$ cat config.mk
export PLATFORM = sky130hd
export DESIGN_NAME = sprite_blitter_clip_mirror
export DESIGN_NICKNAME = d
export VERILOG_FILES = /design/src/hdl/sbcm_pkg.sv /design/src/hdl/sprite_blitter_clip_mirror.sv
export SDC_FILE = /design/constraint.sdc
export NUM_CORES = 1
export LEC_CHECK = 0
export ABC_AREA = 1
export BUFFER_PORTS_ARGS = -buffer_cell sky130_fd_sc_hd__buf_2
export CAP_MARGIN = 5
export CELL_PAD_IN_SITES_DETAIL_PLACEMENT = 0
export CELL_PAD_IN_SITES_GLOBAL_PLACEMENT = 2
export CORE_ASPECT_RATIO = 1.5
export CORE_MARGIN = 8
export CORE_UTILIZATION = 37
export CTS_BUF_LIST = sky130_fd_sc_hd__clkbuf_8 sky130_fd_sc_hd__clkbuf_16
export CTS_CLUSTER_SIZE = 24
export DETAILED_ROUTE_END_ITERATION = 6
export MAX_ROUTING_LAYER = met4
export PLACE_DENSITY_LB_ADDON = 0.1
export RECOVER_POWER = 100
export SYNTH_ARGS = -nofsm -noshare
export SYNTH_HDL_FRONTEND = slang
export SYNTH_SLANG_ARGS = --single-unit
$ cat constraint.sdc
create_clock -name clk -period 4.7 [get_ports clk]
set_input_delay 0.705 -clock clk [delete_from_list [all_inputs] [get_ports clk]]
set_output_delay 0.705 -clock clk [all_outputs]
set_load 0.02 [all_outputs]
$ cat src/hdl/sbcm_pkg.sv
`default_nettype none

package sbcm_pkg;

	// Geometry of the sprite and of the screen.
	localparam int TILE_SIZE   = 16;
	localparam int SCREEN_ROWS = 240;
	localparam int SCREEN_COLS = 320;
	localparam int MAX_TILES   = 16;

	// Field widths fixed by the interface.
	localparam int SIZE_W   = 5;
	localparam int ORIGIN_W = 11;
	localparam int COLOR_W  = 16;
	localparam int ROW_W    = 8;
	localparam int COL_W    = 9;
	localparam int IDX_W    = 3;
	localparam int DATA_W   = 16;

	// Largest tile count a size register can actually select.
	localparam int MAX_EFF = (MAX_TILES < (2 ** SIZE_W - 1)) ? MAX_TILES : (2 ** SIZE_W - 1);
	localparam int TC_W    = (MAX_EFF > 1) ? $clog2(MAX_EFF) : 1;
	localparam int PX_W    = $clog2(TILE_SIZE);
	localparam int POS_W   = $clog2(MAX_EFF * TILE_SIZE);
	localparam int COORD_W = ((POS_W > ORIGIN_W) ? POS_W : ORIGIN_W) + 2;

	typedef enum logic [IDX_W-1:0] {
		REG_WIDTH       = 3'd0,
		REG_HEIGHT      = 3'd1,
		REG_ORIGIN_X    = 3'd2,
		REG_ORIGIN_Y    = 3'd3,
		REG_MIRROR      = 3'd4,
		REG_TRANSPARENT = 3'd5,
		REG_CLEAR_MODE  = 3'd6,
		REG_FILL_COLOR  = 3'd7
	} cfg_reg_t;

endpackage

`default_nettype wire

$ cat src/hdl/sprite_blitter_clip_mirror.sv
// Sprite blitter with clipping, transparency and horizontal mirroring.
// Sprite pixels come in on the input channel (in_valid/in_ready) in storage
// order: tile by tile, then pixel row, then pixel column. Every input word
// gives exactly one output word (out_valid/out_ready): a screen row and
// column, a color, a write enable and a flag on the last pixel of the sprite.
// Setting first_pixel restarts the position counters at that pixel.
// Registers are written through cfg_valid/cfg_index/cfg_data, which is always
// ready; they must only change while no word is in flight.
// The datapath is two registers deep: the input stage holds the pixel and its
// tile and pixel position, the output register holds the finished write.
// An accepted word moves from the input stage to the output register, which
// drives out_valid. One word is taken every cycle while the receiver keeps
// out_ready high. When the receiver stalls, the output register holds its
// word and the input stage can still take one more word before in_ready
// falls.
// Reset empties both stages, clears the position counters and sets the
// registers to a one-by-one tile sprite at the origin in draw mode.

`default_nettype none

module sprite_blitter_clip_mirror (
	input  wire logic                             clk,
	input  wire logic                             arst_n,

	input  wire logic                             cfg_valid,
	output logic                                  cfg_ready,
	input  wire logic [sbcm_pkg::IDX_W-1:0]       cfg_index,
	input  wire logic [sbcm_pkg::DATA_W-1:0]      cfg_data,

	input  wire logic                             in_valid,
	output logic                                  in_ready,
	input  wire logic [sbcm_pkg::COLOR_W-1:0]     pixel_color,
	input  wire logic                             first_pixel,

	output logic                                  out_valid,
	input  wire logic                             out_ready,
	output logic                                  write_enable,
	output logic [sbcm_pkg::ROW_W-1:0]            screen_row,
	output logic [sbcm_pkg::COL_W-1:0]            screen_col,
	output logic [sbcm_pkg::COLOR_W-1:0]          write_color,
	output logic                                  last_pixel
);

	localparam int SW = sbcm_pkg::SIZE_W;
	localparam int TW = sbcm_pkg::TC_W;
	localparam int PW = sbcm_pkg::PX_W;
	localparam int CW = sbcm_pkg::COORD_W;
	localparam int OW = sbcm_pkg::ORIGIN_W;

	// Configuration registers.
	logic [SW-1:0]                     width_q;
	logic [SW-1:0]                     height_q;
	logic signed [OW-1:0]              origin_x_q;
	logic signed [OW-1:0]              origin_y_q;
	logic                              mirror_q;
	logic [sbcm_pkg::COLOR_W-1:0]      transparent_q;
	logic                              clear_mode_q;
	logic [sbcm_pkg::COLOR_W-1:0]      fill_color_q;

	// Position of the next pixel.
	logic [TW-1:0]                     tile_row_q;
	logic [TW-1:0]                     tile_col_q;
	logic [PW-1:0]                     pix_row_q;
	logic [PW-1:0]                     pix_col_q;

	// Input stage.
	logic                              valid_s1;
	logic [sbcm_pkg::COLOR_W-1:0]      color_s1;
	logic [TW-1:0]                     tile_row_s1;
	logic [TW-1:0]                     tile_col_s1;
	logic [PW-1:0]                     pix_row_s1;
	logic [PW-1:0]                     pix_col_s1;
	logic                              last_s1;

	// Output register.
	logic                              valid_q;
	logic                              we_q;
	logic [sbcm_pkg::ROW_W-1:0]        row_q;
	logic [sbcm_pkg::COL_W-1:0]        col_q;
	logic [sbcm_pkg::COLOR_W-1:0]      color_q;
	logic                              last_q;

	logic                              in_fire;
	logic                              out_adv;
	logic [SW-1:0]                     w_eff;
	logic [SW-1:0]                     h_eff;
	logic                              restart;
	logic [TW-1:0]                     tr_e, tc_e;
	logic [PW-1:0]                     pr_e, pc_e;
	logic                              pc_wrap, pr_wrap, tc_wrap, tr_wrap;
	logic [TW-1:0]                     tr_n, tc_n;
	logic [PW-1:0]                     pr_n, pc_n;
	logic [TW-1:0]                     tcol_c;
	logic [PW-1:0]                     pcol_c;
	logic [sbcm_pkg::POS_W-1:0]        row_pos_c, col_pos_c;
	logic [CW-1:0]                     row_c, col_c;
	logic                              on_screen_c;
	logic                              we_c;

	assign cfg_ready = 1'b1;
	assign out_adv   = !valid_q || out_ready;
	assign in_ready  = !valid_s1 || out_adv;
	assign in_fire   = in_valid && in_ready;

	// A size of zero counts as one; sizes beyond the tile limit are clamped.
	always_comb begin
		if (width_q == '0) begin
			w_eff = SW'(1);
		end else if (width_q > SW'(sbcm_pkg::MAX_EFF)) begin
			w_eff = SW'(sbcm_pkg::MAX_EFF);
		end else begin
			w_eff = width_q;
		end
		if (height_q == '0) begin
			h_eff = SW'(1);
		end else if (height_q > SW'(sbcm_pkg::MAX_EFF)) begin
			h_eff = SW'(sbcm_pkg::MAX_EFF);
		end else begin
			h_eff = height_q;
		end
	end

	// Position of the incoming pixel and the position that follows it.
	always_comb begin
		restart = first_pixel
			|| (SW'(tile_row_q) >= h_eff)
			|| (SW'(tile_col_q) >= w_eff)
			|| ({1'b0, pix_row_q} >= (PW+1)'(sbcm_pkg::TILE_SIZE))
			|| ({1'b0, pix_col_q} >= (PW+1)'(sbcm_pkg::TILE_SIZE));
		tr_e = restart ? '0 : tile_row_q;
		tc_e = restart ? '0 : tile_col_q;
		pr_e = restart ? '0 : pix_row_q;
		pc_e = restart ? '0 : pix_col_q;

		pc_wrap = (pc_e == PW'(sbcm_pkg::TILE_SIZE - 1));
		pr_wrap = (pr_e == PW'(sbcm_pkg::TILE_SIZE - 1));
		tc_wrap = (SW'(tc_e) == w_eff - SW'(1));
		tr_wrap = (SW'(tr_e) == h_eff - SW'(1));

		pc_n = pc_wrap ? '0 : pc_e + PW'(1);
		pr_n = pr_e;
		tc_n = tc_e;
		tr_n = tr_e;
		if (pc_wrap) begin
			pr_n = pr_wrap ? '0 : pr_e + PW'(1);
			if (pr_wrap) begin
				tc_n = tc_wrap ? '0 : tc_e + TW'(1);
				if (tc_wrap) begin
					tr_n = tr_wrap ? '0 : tr_e + TW'(1);
				end
			end
		end
	end

	always_ff @(posedge clk or negedge arst_n) begin
		if (!arst_n) begin
			width_q       <= SW'(1);
			height_q      <= SW'(1);
			origin_x_q    <= '0;
			origin_y_q    <= '0;
			mirror_q      <= 1'b0;
			transparent_q <= '0;
			clear_mode_q  <= 1'b0;
			fill_color_q  <= '0;
		end else if (cfg_valid && cfg_ready) begin
			case (sbcm_pkg::cfg_reg_t'(cfg_index))
				sbcm_pkg::REG_WIDTH:       width_q       <= cfg_data[SW-1:0];
				sbcm_pkg::REG_HEIGHT:      height_q      <= cfg_data[SW-1:0];
				sbcm_pkg::REG_ORIGIN_X:    origin_x_q    <= cfg_data[OW-1:0];
				sbcm_pkg::REG_ORIGIN_Y:    origin_y_q    <= cfg_data[OW-1:0];
				sbcm_pkg::REG_MIRROR:      mirror_q      <= cfg_data[0];
				sbcm_pkg::REG_TRANSPARENT: transparent_q <= cfg_data[sbcm_pkg::COLOR_W-1:0];
				sbcm_pkg::REG_CLEAR_MODE:  clear_mode_q  <= cfg_data[0];
				sbcm_pkg::REG_FILL_COLOR:  fill_color_q  <= cfg_data[sbcm_pkg::COLOR_W-1:0];
				default: begin
				end
			endcase
		end
	end

	always_ff @(posedge clk or negedge arst_n) begin
		if (!arst_n) begin
			tile_row_q <= '0;
			tile_col_q <= '0;
			pix_row_q  <= '0;
			pix_col_q  <= '0;
			valid_s1   <= 1'b0;
			valid_q    <= 1'b0;
		end else begin
			if (in_fire) begin
				tile_row_q <= tr_n;
				tile_col_q <= tc_n;
				pix_row_q  <= pr_n;
				pix_col_q  <= pc_n;
			end
			if (in_ready) begin
				valid_s1 <= in_valid;
			end
			if (out_adv) begin
				valid_q <= valid_s1;
			end
		end
	end

	always_ff @(posedge clk) begin
		if (in_fire) begin
			color_s1    <= pixel_color;
			tile_row_s1 <= tr_e;
			tile_col_s1 <= tc_e;
			pix_row_s1  <= pr_e;
			pix_col_s1  <= pc_e;
			last_s1     <= pc_wrap && pr_wrap && tc_wrap && tr_wrap;
		end
	end

	// Screen coordinates, clipping and transparency.
	always_comb begin
		tcol_c = mirror_q ? TW'(w_eff - SW'(1) - SW'(tile_col_s1)) : tile_col_s1;
		pcol_c = mirror_q ? PW'(sbcm_pkg::TILE_SIZE - 1) - pix_col_s1 : pix_col_s1;
		row_pos_c = sbcm_pkg::POS_W'(tile_row_s1) * sbcm_pkg::POS_W'(sbcm_pkg::TILE_SIZE)
			+ sbcm_pkg::POS_W'(pix_row_s1);
		col_pos_c = sbcm_pkg::POS_W'(tcol_c) * sbcm_pkg::POS_W'(sbcm_pkg::TILE_SIZE)
			+ sbcm_pkg::POS_W'(pcol_c);
		row_c = {{(CW-OW){origin_y_q[OW-1]}}, origin_y_q} + CW'(row_pos_c);
		col_c = {{(CW-OW){origin_x_q[OW-1]}}, origin_x_q} + CW'(col_pos_c);
		on_screen_c = !row_c[CW-1] && (row_c < CW'(sbcm_pkg::SCREEN_ROWS))
			&& !col_c[CW-1] && (col_c < CW'(sbcm_pkg::SCREEN_COLS));
		we_c = on_screen_c && (clear_mode_q || (color_s1 != transparent_q));
	end

	always_ff @(posedge clk) begin
		if (out_adv && valid_s1) begin
			we_q    <= we_c;
			row_q   <= we_c ? row_c[sbcm_pkg::ROW_W-1:0] : '0;
			col_q   <= we_c ? col_c[sbcm_pkg::COL_W-1:0] : '0;
			color_q <= clear_mode_q ? fill_color_q : color_s1;
			last_q  <= last_s1;
		end
	end

	assign out_valid    = valid_q;
	assign write_enable = we_q;
	assign screen_row   = row_q;
	assign screen_col   = col_q;
	assign write_color  = color_q;
	assign last_pixel   = last_q;

	// An accepted word always lands in the input stage.
	assert property (@(posedge clk) disable iff (!arst_n) in_fire |=> valid_s1)
		else $error("accepted pixel did not reach the input stage");

	// A word in the input stage is not dropped while the output is stalled.
	assert property (@(posedge clk) disable iff (!arst_n)
		valid_s1 && valid_q && !out_ready |=> valid_s1 && valid_q)
		else $error("word lost during output stall");

	// Enabled writes always land on the screen.
	assert property (@(posedge clk) disable iff (!arst_n)
		valid_q && we_q |-> (row_q < sbcm_pkg::ROW_W'(sbcm_pkg::SCREEN_ROWS - 1)
			|| row_q == sbcm_pkg::ROW_W'(sbcm_pkg::SCREEN_ROWS - 1))
			&& (32'(col_q) < sbcm_pkg::SCREEN_COLS))
		else $error("enabled write outside the screen");

	// Pixel counters never leave the tile.
	assert property (@(posedge clk) disable iff (!arst_n)
		(32'(pix_col_q) < sbcm_pkg::TILE_SIZE) && (32'(pix_row_q) < sbcm_pkg::TILE_SIZE))
		else $error("pixel counter outside the tile");

	// The last pixel of a sprite sends the counters back to the start.
	assert property (@(posedge clk) disable iff (!arst_n)
		in_fire && pc_wrap && pr_wrap && tc_wrap && tr_wrap |=>
		tile_row_q == '0 && tile_col_q == '0 && pix_row_q == '0 && pix_col_q == '0)
		else $error("counters did not wrap after the last pixel");

endmodule

`default_nettype wire
## After elaboration in Yosys (flattened, before gate mapping)

Index checks and enable logic that the tools add are counted.

| word-level totals | value |
|---|---|
| register bits | 152 |
| input bits | 41 |
| output and inout port bits | 38 |

| cells by class | value |
|---|---|
| add/sub/neg operators | 12 |
| order comparisons | 6 |
| eq/ne operators | 12 |
| muxes and demuxes | 21 |
| reductions and logical operators | 29 |

Operators by type and width:

| kind | number |
|---|---|
| 4-bit 2-to-1 mux | 16 |
| 11-bit by 9-bit adder with 12-bit output | 2 |
| 5-bit 2-to-1 mux | 4 |
| 4-bit by 1-bit adder with 4-bit output, second input constant | 4 |
| 8-bit by 4-bit adder with 8-bit output | 2 |
| 16-bit 2-to-1 mux | 1 |
| 16-bit != test | 1 |
| 2-bit AND reduction | 8 |
| 13-bit by 8-bit less-than comparator with 1-bit output, second input constant | 1 |
| 13-bit by 9-bit less-than comparator with 1-bit output, second input constant | 1 |
| 3-bit == test, second input constant | 4 |
| 4-bit by 5-bit == test with 1-bit output | 2 |
| 4-bit by 5-bit greater-or-equal comparator with 1-bit output | 2 |
| 5-bit > comparator, second input constant | 2 |
| 5-bit logical NOT | 2 |
| 5-bit by 1-bit subtractor with 5-bit output, second input constant | 2 |
| 1-bit logical AND | 9 |
| 4-bit == test, second input constant | 2 |
| 3-bit by 2-bit == test with 1-bit output, second input constant | 2 |
| 1-bit logical OR | 5 |
| 1-bit logical NOT | 4 |
| 4-bit subtractor | 1 |
| 4-bit subtractor, first input constant | 1 |
| 3-bit by 1-bit == test with 1-bit output, second input constant | 1 |
| 3-bit logical NOT | 1 |

## Depth between registers and ports, before layout

| depth | value |
|---|---|
| word-level depth | 12 |
| mapped depth | 26 |
| gate-level depth less buffers | 25 |

## Worst setup path after synthesis

No wires, ideal clock.

| timing | value |
|---|---|
| kind | reg-to-reg |
| from | reg width_q[0] |
| to | reg row_q (netlist bit screen_row[4]), data pin |
| library setup time | 135 ps |
| arrival | 3,584 ps |
| setup slack | 981 ps |
| stages on the path, launching flop included | 27 |
| buffers on the path | 1 |
| cell sequence | dfstp_2 nor2_1 nand2_1 nand2_1 nand2_1 ha_1 xor2_1 inv_1 ha_1 nand2_1 nor2_1 a211oi_1 or2_2 nand3_1 xnor2_1 ha_1 inv_1 nor3_1 nand3_1 o2111ai_1 nand2_1 inv_1 nand3_1 nor2_2 nand3_4 buf_12 nor2_2 |

| on the way | value |
|---|---|
| cells in the longest elaborated chain, start to end | 12 |

RTL lines:

| element | line | text |
|---|---|---|
| start, declared | sprite_blitter_clip_mirror.sv:51 | `logic [SW-1:0] width_q;` |
| start signal, assigned | sprite_blitter_clip_mirror.sv:167 | `sbcm_pkg::REG_WIDTH: width_q <= cfg_data[SW-1:0];` |
| 5-bit > comparator | sprite_blitter_clip_mirror.sv:109 | `end else if (width_q > SW'(sbcm_pkg::MAX_EFF)) begin` |
| 5-bit 2-to-1 mux | sprite_blitter_clip_mirror.sv:109 |  |
| 5-bit 2-to-1 mux * | sprite_blitter_clip_mirror.sv:107 | `if (width_q == '0) begin` |
| 5-bit by 1-bit subtractor with 5-bit output * | sprite_blitter_clip_mirror.sv:218 | `tcol_c = mirror_q ? TW'(w_eff - SW'(1) - SW'(tile_col_s1)) : tile_col_s1;` |
| 4-bit subtractor * | sprite_blitter_clip_mirror.sv:218 |  |
| 4-bit 2-to-1 mux * | sprite_blitter_clip_mirror.sv:218 |  |
| 8-bit by 4-bit adder with 8-bit output * | sprite_blitter_clip_mirror.sv:223 | `+ sbcm_pkg::POS_W'(pcol_c);` |
| 11-bit by 9-bit adder with 12-bit output * | sprite_blitter_clip_mirror.sv:225 | `col_c = {{(CW-OW){origin_x_q[OW-1]}}, origin_x_q} + CW'(col_pos_c);` |
| branches (longest 2 deep; another with 13-bit by 9-bit less-than comparator with 1-bit output) | n/a |  |
| 1-bit logical AND * | sprite_blitter_clip_mirror.sv:227 | `&& !col_c[CW-1] && (col_c < CW'(sbcm_pkg::SCREEN_COLS));` |
| 1-bit logical AND * | sprite_blitter_clip_mirror.sv:228 | `we_c = on_screen_c && (clear_mode_q \|\| (color_s1 != transparent_q));` |
| end signal, assigned | sprite_blitter_clip_mirror.sv:234 | `row_q <= we_c ? row_c[sbcm_pkg::ROW_W-1:0] : '0;` |
| end, declared | sprite_blitter_clip_mirror.sv:78 | `logic [sbcm_pkg::ROW_W-1:0] row_q;` |

Mark *: on every way between the ends.
A chain may end at the register's enable or synchronous reset.

## Worst setup path after layout

| timing | value |
|---|---|
| from | reg width_q[0] |
| to | reg tile_row_q[2] |

RTL lines:

| element | line | text |
|---|---|---|
| 5-bit > comparator | sprite_blitter_clip_mirror.sv:109 |  |
| 5-bit 2-to-1 mux | sprite_blitter_clip_mirror.sv:109 |  |
| 5-bit 2-to-1 mux * | sprite_blitter_clip_mirror.sv:107 |  |
| 4-bit by 5-bit greater-or-equal comparator with 1-bit output * | sprite_blitter_clip_mirror.sv:127 | `\|\| (SW'(tile_col_q) >= w_eff)` |
| 1-bit logical OR * | sprite_blitter_clip_mirror.sv:127 |  |
| 4-bit 2-to-1 mux * | sprite_blitter_clip_mirror.sv:133 | `pc_e = restart ? '0 : pix_col_q;` |
| named net pc_e[1] | sprite_blitter_clip_mirror.sv:89 | `logic [PW-1:0] pr_e, pc_e;` |
| 4-bit == test * | sprite_blitter_clip_mirror.sv:135 | `pc_wrap = (pc_e == PW'(sbcm_pkg::TILE_SIZE - 1));` |
| 4-bit 2-to-1 mux * | sprite_blitter_clip_mirror.sv:144 | `if (pc_wrap) begin` |
| end signal, assigned | sprite_blitter_clip_mirror.sv:191 | `tile_row_q <= tr_n;` |
| end, declared | sprite_blitter_clip_mirror.sv:61 | `logic [TW-1:0] tile_row_q;` |

Mark *: on every way through the listed nets, which the timed path passes. The rest lies on a longest branch.

==> reports/summary.txt <==
First-pass GRT wire length - 32600 um
Detailed-route via count - 5863
Final Setup Violations - 0
Initial core utilization - 37.5%
Placed Instances - 1178
HP Start - last_s1
Worst R2R Setup Slack - 540 ps
Outcome - finished, violations left
Worst skew pair latency - 420 ps
Crit start category - register
Yosys warns - 0
Syn Std Cell Area - 7870 sq um
DRT antenna net count - 0
Crit path top cell by count - nand2_1
Vias in the first global route - 6057
Crit Reg-Reg Endpoint - tile_row_q[2]
Final wirelength - 20200 um
Die ar. - 26300 sq um
Worst path cell trace - nor2_1 > nand2_1 > nand2_1 > nand2_1 > inv_1 > ha_1 > nor2_1 > o21ai_0 > nand2_1 > nand3_1 > nor2_1 > ha_1 > nand3_1 > nor2_1 > nand3_4 > inv_1 > nand3_1 > nand3_1 > nand2_1
Root buf cell - clkbuf_16
Layout Area Growth over Synthesis - 13.8%
Critical Path Max Stage Delay - 540 ps
Hold EP - last_pixel
Mapped Cells - 848
Fillers - 2134
CTS Buffer Depth - 2
Vias per cell - 4.84
Syn nets - 925
Failing checks - capacitance limit, slew limit
Setup CP Type - register to register
Worst-path clk slew - 60 ps
Pin count of the biggest net entering global routing - 56
Maximum VDD drop - 256 uV
Yosys reg bits - 152
Hold Path Stages - 0
HPWL Detailed - 15200 um
CP Max Fanout - 11
DR WL/cell - 16.7 um
Number of buffers added on ports - 77
Clock skew - 7.43 ps
Initial DRC count - 254
Crit path DAT - 4470 ps
Grt total ovfl - 0
Area of the core - 21000 sq um
Worst-Margin Slew - 3260 ps
TritonCTS Buffers - 17
Worst min-delay path category - register to register
PwrDens - 476 nW/um^2
Leakage - 0.00418 uW
N_diodes - 0
Maximum clock frequency - 241 MHz
Period utilization - 88.4%
Minimum clock period - 4160 ps
Overall power - 4270 uW
Post-synth EDFFs - 68
Slowest-stage cell, CP - dfstp_2
MaxCap Viol Count - 3
Worst rel slew slack - -117%
RSZ-0062 raised after global routing - false
H-Tree Depth - 4
Antenna violations before repair - 0
Final GP Congestion - 0.861
Setup_tns - 0 ps
Post-synthesis cell type count - 48
Mapped Avg Cell Area - 9.28 sq um
R2r startpoint - width_q[0]
# rows - 65
Vert. Die Dim - 195 um
# IOs - 79
Die Width - 135 um
Total Routing Usage GR - 16.5%
Drt drc - 0
CP Capture Type - register
Synth Flop Type - dfrtp_1
Detailed Routing Iterations Pass 1 - 4
Share of post-route cells with drive strength above 1 - 11.3%
R2r worst-path depth - 19
Asr flop ratio synth - 55.3%
Sink Count - 152
Commonest cells after routing, fill and taps aside - 193 x nand2_1, 121 x inv_1, 88 x o21ai_0
Hold Vio Cnt, Final - 0
Final Slew Violations - 132
Nets - 1007
Required time of the critical path - 5020 ps
Finished Layout Cells - 1211
Sequential area share after synthesis - 52.7%
Most common cell after layout, fill and taps aside - nand2_1
CTS tree - yes
Post_cts resized - 0
[kinds of logic after synthesis]
| kind of cell | Yosys count | synth area share [%] |
|---|---|---|
| simple gates | 334 | 19.8 |
| xor+xnor | 27 | 3.20 |
| mux | 4 | 0.572 |
| fa+ha+maj | 36 | 6.01 |
| flops | 152 | 52.7 |
| buf+inv | 143 | 7.18 |
| compound gates | 151 | 10.5 |
| other cells | 1 | 0.0476 |
[where the power goes]
part	internal (uW)	switching, uW	total [uW]
logic	392	757	1150
registers	1610	121	1730
clock network	829	556	1380
total	2830	1430	4270
[cell usage after synthesis, drive strengths merged (2+ instances only)]
cell type / n / share of area, %
nand2: 197 / 9.6
inv: 123 / 5.9
o21ai: 93 / 6.0
dfrtp: 82 / 26
nor2: 74 / 5.1
edfxtp: 68 / 26
nand3: 42 / 3.6
a21oi: 36 / 2.5
ha: 33 / 5.2
xor2: 21 / 2.5
clkbuf: 15 / 0.72
nor3: 11 / 0.76
o22ai: 6 / 0.48
xnor2: 6 / 0.67
a31oi: 5 / 0.40
nand4: 5 / 0.40
buf: 4 / 0.56
mux2: 4 / 0.57
fa: 3 / 0.76
a21o: 2 / 0.19
dfstp: 2 / 0.67
o2111ai: 2 / 0.22
o211ai: 2 / 0.19
o21a: 2 / 0.19
o21bai: 2 / 0.19
or2: 2 / 0.16
[final cells by class]
cell class	instances	area [sq um]	area share (%)
inverters	124	465	5.19
clock inverters	15	165	1.84
flip-flops and latches	152	4150	46.3
repair buffers	82	372	4.15
clock buffers	17	425	4.75
well taps	268	335	3.74
multi-input cells	553	3050	34.1
[worst max-delay path: cells and delay by family (launching register included)]
kind | cells | cell delay, ps
AOI/OAI and AO/OA | 1 | 80
adders and majority gates | 2 | 500
buffers and inverters | 2 | 260
DFF | 1 | 540
and+or+nand+nor | 14 | 2660
[metal layers]
| metal | global-route usage [%] | routed length (um) |
|---|---|---|
| met4 | 5.78 | 349 |
| met5 | - | 0 |
| met2 | 28.6 | 10600 |
| met3 | 2.89 | 590 |
| met1 | 18.6 | 8690 |
[what timing repair did]
action,CTS,global route
hold buffers,0,0
setup buffers,0,1
endpoints found under the setup margin,0,16
[sequential cells by signal (all words and copies together) (netlist names), 5 cells and up]
| register | count |
|---|---|
| write_color | 16 |
| fill_color_q | 16 |
| screen_row | 8 |
| screen_col | 9 |
| height_q | 5 |
| origin_y_q | 11 |
| color_s1 | 16 |
| transparent_q | 16 |
| width_q | 5 |
| origin_x_q | 11 |
[through the flow]
stage	instance area, sq um	worst slack (ps)	utilization, %	hold WS (ps)
2_1_floorplan	7870	981	-	400
3_3_place_gp	8540	558	40.7	405
3_5_place_dp	8540	477	40.7	408
4_1_cts	9130	444	43.5	363
5_1_grt	8960	58.4	42.7	428
6_report	8960	544	42.7	421
[worst max-delay path by stage]
stage | slack, ps | from | end | depth (start not counted)
floorplan | 980 | width_q[0] | screen_row[4] | 26
global placement | 560 | width_q[0] | screen_row[7] | 25
detailed placement | 480 | width_q[0] | screen_col[5] | 25
CTS | 440 | width_q[0] | screen_col[5] | 25
global route | 60 | width_q[2] | screen_row[2] | 26
finish | 540 | width_q[0] | tile_row_q[2] | 19
Power figures use the tool's default switching activity.
